===== config.mk =====
export PLATFORM = sky130hd
export DESIGN_NAME = ffha_ram
export DESIGN_NICKNAME = d
export VERILOG_FILES = /design/src/rtl/first_fit_heap_allocator_assert.svh /design/src/rtl/ffha_ram.sv
export SDC_FILE = /design/constraint.sdc
export NUM_CORES = 1
export LEC_CHECK = 0
export BUFFER_PORTS_ARGS = -buffer_cell sky130_fd_sc_hd__buf_2
export CORE_ASPECT_RATIO = 1.1
export CORE_MARGIN = 3
export CORE_UTILIZATION = 30
export DETAILED_ROUTE_END_ITERATION = 12
export GPL_TIMING_DRIVEN = 0
export REMOVE_ABC_BUFFERS = 1
export SYNTH_ARGS = -nofsm -noshare
export SYNTH_HDL_FRONTEND = slang
export SYNTH_SLANG_ARGS = --single-unit
export TNS_END_PERCENT = 100

===== constraint.sdc =====
create_clock -name clk_i -period 2.1 [get_ports clk_i]
set_input_delay 0.105 -clock clk_i [delete_from_list [all_inputs] [get_ports clk_i]]
set_output_delay 0.105 -clock clk_i [all_outputs]
set_load 0.005 [all_outputs]

===== src/rtl/first_fit_heap_allocator_assert.svh =====
// ---------------------------------------------------------------------------
// Assertion macros for the first-fit heap allocator
// Implication checks clocked on clk_i and disabled while rst_ni is low.
// ---------------------------------------------------------------------------
`ifndef FIRST_FIT_HEAP_ALLOCATOR_ASSERT_SVH
`define FIRST_FIT_HEAP_ALLOCATOR_ASSERT_SVH

// Consequent must hold in the same cycle as the antecedent.
`define FFHA_ASSERT_SAME(name, ante, cons, msg) \
  name: assert property (@(posedge clk_i) disable iff (!rst_ni) (ante) |-> (cons)) \
    else $error(msg);

// Consequent must hold in the cycle after the antecedent.
`define FFHA_ASSERT_NEXT(name, ante, cons, msg) \
  name: assert property (@(posedge clk_i) disable iff (!rst_ni) (ante) |=> (cons)) \
    else $error(msg);

`endif


===== src/rtl/ffha_ram.sv =====
// ---------------------------------------------------------------------------
// ffha_ram
// Simple dual-port RAM: one write port, one read port with registered data.
// ---------------------------------------------------------------------------
module ffha_ram #(
  parameter int Width = 8,
  parameter int Depth = 16
) (
  input  logic                     clk_i,
  input  logic                     we_i,
  input  logic [$clog2(Depth)-1:0] waddr_i,
  input  logic [Width-1:0]         wdata_i,
  input  logic [$clog2(Depth)-1:0] raddr_i,
  output logic [Width-1:0]         rdata_o
);

  logic [Width-1:0] mem_q [Depth];
  logic [Width-1:0] rdata_q;

  always_ff @(posedge clk_i) begin
    if (we_i) begin
      mem_q[waddr_i] <= wdata_i;
    end
    rdata_q <= mem_q[raddr_i];
  end

  assign rdata_o = rdata_q;

endmodule


==> results of run 1 <==
[synth_stat cells]
cell	number
edfxtp_1	128
mux4_2	18
a22oi_1	16
mux4_1	14
nor2_1	13
nand2_1	9
dfxtp_1	8
nor3_1	4
buf_2	3
buf_6	3
clkdlybuf4s25_2	3
nand2b_1	2
nand3b_1	2
and2_1	1
and2b_1	1
buf_4	1
nand3_1	1
nor2b_1	1
or3b_2	1
[final timing paths]
kind / slack (ns) / to / startpoint
min reg2reg: 0.69 / rdata_o[1] / mem_q[13][1]
min: 0.08 / mem_q[11][2] / wdata_i[2]
max reg2reg: 0.69 / rdata_o[5] / mem_q[9][5]
max: 0.39 / rdata_o[0] / raddr_i[0]
[sequential cells by signal, summed over array words and instances, names as in the netlist]
register / flops
mem_q: 128
rdata_o: 8
[power by group through the flow]
stage | clock network (W) | registers (W) | logic, W
final | 0.00307 | 0.00305 | 0.000264
after global routing | 0.00326 | 0.00305 | 0.000290
after CTS | 0.00313 | 0.00305 | 0.000271
after detailed placement | 0 | 0.00311 | 0.000271
after global placement | 0 | 0.00310 | 0.000261
after floorplan | 0 | 0.00311 | 0.000122
[per-stage QoR]
stage | hold slack (ns) | util (%)
CTS | 0.0735 | 36.8
floorplan | 0.204 | -
detailed placement | 0.486 | 33.0
global placement | 0.486 | 32.9
finish | 0.0810 | 36.8
global route | 0.0786 | 36.8
[cell type report]
class	count	area [um^2]
clock buffers	19	443
clock inverters	13	179
fillers	1509	10500
multi-input cells	83	1070
flip-flops and latches	136	4000
well taps	229	287
repair buffers	27	138
[layer usage]
layer | global-route usage [%] | routed length, um | up-vias
met4 | 3.41 | 132 | 2
li1 | - | - | 1047
met2 | 16.8 | 4670 | 71
met1 | 15.0 | 4220 | 1183
met3 | 4.87 | 750 | 16
met5 | 0 | 7 | -
[kinds of logic after synthesis]
kind of cell | share of synthesized area, %
simple gates | 3.18
mux | 15.0
flops | 77.8
compound gates | 2.33
buf+inv | 1.68
[critical path: stages]
cell     delay (ns)
buf_2          0.79
mux4_1         0.65
a22oi_1        0.27
nand2_1        0.15
==> qor.yml, run 1 <==
clkTransAtPathRegs_ns: 0.06
grt_setup_unrepaired: "no"
powerDensity_mw_per_mm2: 1040
routedWlPerCell_um: 19.3
power.leakage_nw: 2.00
tns_ns: 0
seqPwrFrac_pct: 47.7
setup_ws_ns: 0.386
initial_utilization_pct: 31.0
ys_types: 19
ys_warn_count: 0
ant_nets: 0
clkPwrFrac_pct: 48.1
crit_path_max_fanout: 32
pre_cts_ws_ns: -0.142
synth-seq-cells: 136
maxCapViolations: 0
io_pins: 26
vias: 2319
max_slew_margin_pct: 29.0
path_class: "in2reg"
crit_required_ns: 2.37
seq_area_frac_synth_pct: 77.8
final_common_cell: "edfxtp_1"
yosys-top-cells-area: "edfxtp_1 (75%), mux4_2 (7.9%), mux4_1 (7.1%), dfxtp_1 (3.1%), a22oi_1 (2.3%)"
placedCellCount: 475
clk_latency_ns: 0.41
cts-resized-gates: 0
cts_buffers: 17
drtIter0Drc: 241
root_buffer: "clkbuf_16"
tightest_slew_ns: 1.06
synth.largest_area_cell: "edfxtp_1"
finalHoldViolCount: 0
place_hpwl_mm: 6.00
fin_nets: 283
cp-start-kind: "input pin"
gp_congestion: 0.702
core_mm2: 0.0166
switching_share_pct: 19.3
die_y_um: 143
hold_depth: 1
placed_area_mm2: 0.00549
grt_antenna_before_repair: 1
cts_tree: "yes"
drive_above_1_share_pct: 28.1
max_freq_ghz: 0.583
die_w_um: 131
grt_max_degree: 33
syn_inst: 229
viasPerCell: 4.57
htreeDepth: 4
grt_pass1_wl_mm: 14.8
worstPathArrival_ns: 1.98
syn_area_mm2: 0.00515
fin_skew_ns: 0.00415
ir_drop_uv: 558
synthToLayoutAreaGrowth_pct: 18.8
final_cell_mix: "edfxtp_1 (128), buf_2 (26), mux4_2 (18), clkbuf_16 (17), a22oi_1 (16)"
total_power_w: 0.00639
power.switching_w: 0.00124
fin_cells: 507
syn_area_per_cell_um2: 22.5
power.internal_w: 0.00515
grt_overflow: 0
p_comb_share_pct: 4.1
groute.usage.overall_pct: 11.3
dr.pass1.iters: 4
grt_pass1_vias: 2392
synth_top_area_share_pct: 74.7
crit_path_end_kind: "register"
clock-sinks: 136
drt_wl_total_mm: 9.78
post-route-min-period_ns: 1.71
fin_area_mm2: 0.00612
post-cts-setup-buffer-count: 0
diodes: 0
layout_worst_path_cycle_share_pct: 81.6
clockBufferDepth: 2
status: "finished, final reports clean"
worstHoldPathType: "in2reg"
slew_violations: 0
drc: 0
r2r.worst_path.cells: 3
io_buffer_count: 25
setup_viol: 0
die-area_mm2: 0.0188
postCtsHoldBufs: 0
row_count: 49
Power figures use the tool's default switching activity.
==> run 2: changes to the inputs <==
Clock period 2.1 ns to 1.4 ns, I/O delays scaled along.
==> run 2 against run 1 <==
  * Sequential cell count unchanged
  * Combinational power rose by 55%
  * First-iteration DRC count unchanged
  * Global-route usage is essentially flat
  * Largest cell class unchanged
  * Worst hold slack worse by 0.035 ns
  * Highest routed layer unchanged
  * Register-to-register slack worse by 0.65 ns
==> qor.yml, run 2 (synthesis results as in run 1) <==
path_class: "reg2reg"  # was in2reg
die_w_um: 131  # unchanged
drive_above_1_share_pct: 31.3  # was 28.1%
worstHoldPathType: "in2reg"  # unchanged
grt_setup_unrepaired: "no"  # unchanged
layout_worst_path_cycle_share_pct: 97.0
worstPathArrival_ns: 1.64  # was 1.98 ns
largest_register_ff_count: 128  # unchanged
viasPerCell: 4.65  # was 4.57
fin_nets: 283  # unchanged
final_common_cell: "edfxtp_1"  # unchanged
finalHoldViolCount: 0  # unchanged
cpPeakStageDelay_ns: 0.46  # was 0.79 ns
largest_register: "mem_q"  # unchanged
crit_required_ns: 1.68  # was 2.37 ns
groute.usage.overall_pct: 11.2  # was 11.3%
powerDensity_mw_per_mm2: 1560  # was 1040 mW/mm^2
post-route-min-period_ns: 1.36
drt_wl_total_mm: 9.85  # was 9.78 mm
fin_area_mm2: 0.00615  # was 0.00612 mm^2
whs_ns: 0.0459  # was 0.0810 ns
grt_max_degree: 33  # unchanged
placed_area_mm2: 0.00549  # unchanged
met3_wirelength_um: 617  # was 750 um
wl_met1_mm: 4.47  # was 4.22 mm
routedWlPerCell_um: 19.4  # was 19.3 um
dr.pass1.iters: 5  # was 4
vias: 2359  # was 2319
drc: 0  # unchanged
maxUsedRoutingLayer: "met5"  # unchanged
fill_cells: 1505  # was 1509
clkTransAtPathRegs_ns: 0.06  # about the same
critPathSlowestCell: "mux4_2"  # was buf_2
max_freq_ghz: 0.736
gp_congestion: 0.702  # unchanged
die_y_um: 143  # unchanged
met2_length_mm: 4.66  # was 4.67 mm
power.leakage_nw: 2.01  # was 2.00 nW
status: "finished, final reports clean"  # unchanged
die-area_mm2: 0.0188  # unchanged
grt_antenna_before_repair: 1  # unchanged
crit_path_end_kind: "register"  # unchanged
total_power_w: 0.00959  # was 0.00639 W
max_slew_margin_pct: 29.4  # was 29.0%
cts_tree: "yes"  # unchanged
clk_latency_ns: 0.41  # about the same
drtIter0Drc: 241  # unchanged
ant_nets: 0  # unchanged
grt_overflow: 0  # unchanged
maxCapViolations: 0  # unchanged
htreeDepth: 4  # unchanged
cp-start-kind: "register"  # was input pin
r2r_slack_ns: 0.04  # was 0.69 ns
clock-sinks: 136  # unchanged
diodes: 0  # unchanged
synthToLayoutAreaGrowth_pct: 19.5  # was 18.8%
fin_skew_ns: 0.00419  # was 0.00415 ns
final_cell_mix: "edfxtp_1 (128), buf_2 (25), mux4_2 (18), clkbuf_16 (17), mux4_1 (14)"  # was edfxtp_1 (128), buf_2 (26), mux4_2 (18), clkbuf_16 (17), a22oi_1 (16)
initial_utilization_pct: 31.0  # unchanged
grt_pass1_wl_mm: 14.7  # was 14.8 mm
crit_path_max_fanout: 1  # was 32
cts_buffers: 17  # unchanged
setup_ws_ns: 0.0415  # was 0.386 ns
row_count: 49  # unchanged
ir_drop_uv: 848  # was 558 uV
io_buffer_count: 25  # unchanged
cp_cell_sequence: "mux4_2 -> a22oi_1 -> nand2_1"  # was buf_2 -> mux4_1 -> a22oi_1 -> nand2_1
tightest_slew_ns: 1.06  # about the same
slew_violations: 0  # unchanged
clockBufferDepth: 2  # unchanged
io_pins: 26  # unchanged
post-cts-setup-buffer-count: 0  # unchanged
place_hpwl_mm: 6.00  # unchanged
pre_cts_ws_ns: -0.807  # was -0.142 ns
grt_pass1_vias: 2388  # was 2392
root_buffer: "clkbuf_16"  # unchanged
setup_viol: 0  # unchanged
postCtsHoldBufs: 0  # unchanged
core_mm2: 0.0166  # unchanged
==> run 2: path summary, 6_finish.rpt <==
kind                             startpoint            to  depth (start not counted)
worst max-delay path            mem_q[2][4]    rdata_o[4]                          3
worst min-delay path             wdata_i[2]  mem_q[11][2]                          1
worst max register to register  mem_q[2][4]    rdata_o[4]                          3
worst min register to register  mem_q[1][6]    rdata_o[6]                          3
==> run 2: critical path, delay by kind of cell, from the launching register on <==
| family | cells | cell delay, ns |
|---|---|---|
| multiplexers | 1 | 0.46 |
| flip-flops | 1 | 0.36 |
| AND/OR/NAND/NOR | 1 | 0.14 |
| AO/OA/AOI/OAI | 1 | 0.27 |
==> run 2: power breakdown <==
group / switching [W] / internal [W] / total [W]
registers: 0.0000206 / 0.00455 / 0.00457
clock network: 0.00160 / 0.00301 / 0.00461
logic: 0.000243 / 0.000167 / 0.000410
total: 0.00186 / 0.00773 / 0.00959
==> run 2: metrics by stage <==
step,setup TNS (ns),utilization [%],std cells
floorplan,-1.30,-,219
global placement,-41.24,32.9,473
detailed placement,-33.80,33.0,475
CTS,0,36.9,507
global route,0,37.0,507
finish,0,37.0,507
==> run 2: per-layer routing <==
layer	vias to the layer above	GRT usage (%)
met4	2	3.41
li1	1048	-
met3	11	4.87
met2	68	16.7
met5	-	0
met1	1230	15.0
==> run 2: final cells by class <==
type / count / area, um^2 / share of cell area, %
clock buffer: 19 / 443 / 7.20
clock inverter: 13 / 179 / 2.91
multi-input combinational: 83 / 1100 / 17.9
sequential: 136 / 4000 / 65.1
tap: 229 / 287 / 4.66
timing repair buffer: 27 / 140 / 2.28
==> run 2: what timing repair did <==
action,CTS,global route
endpoints found under the setup margin,28,19
pin swaps,0,1
gates resized for setup,6,5
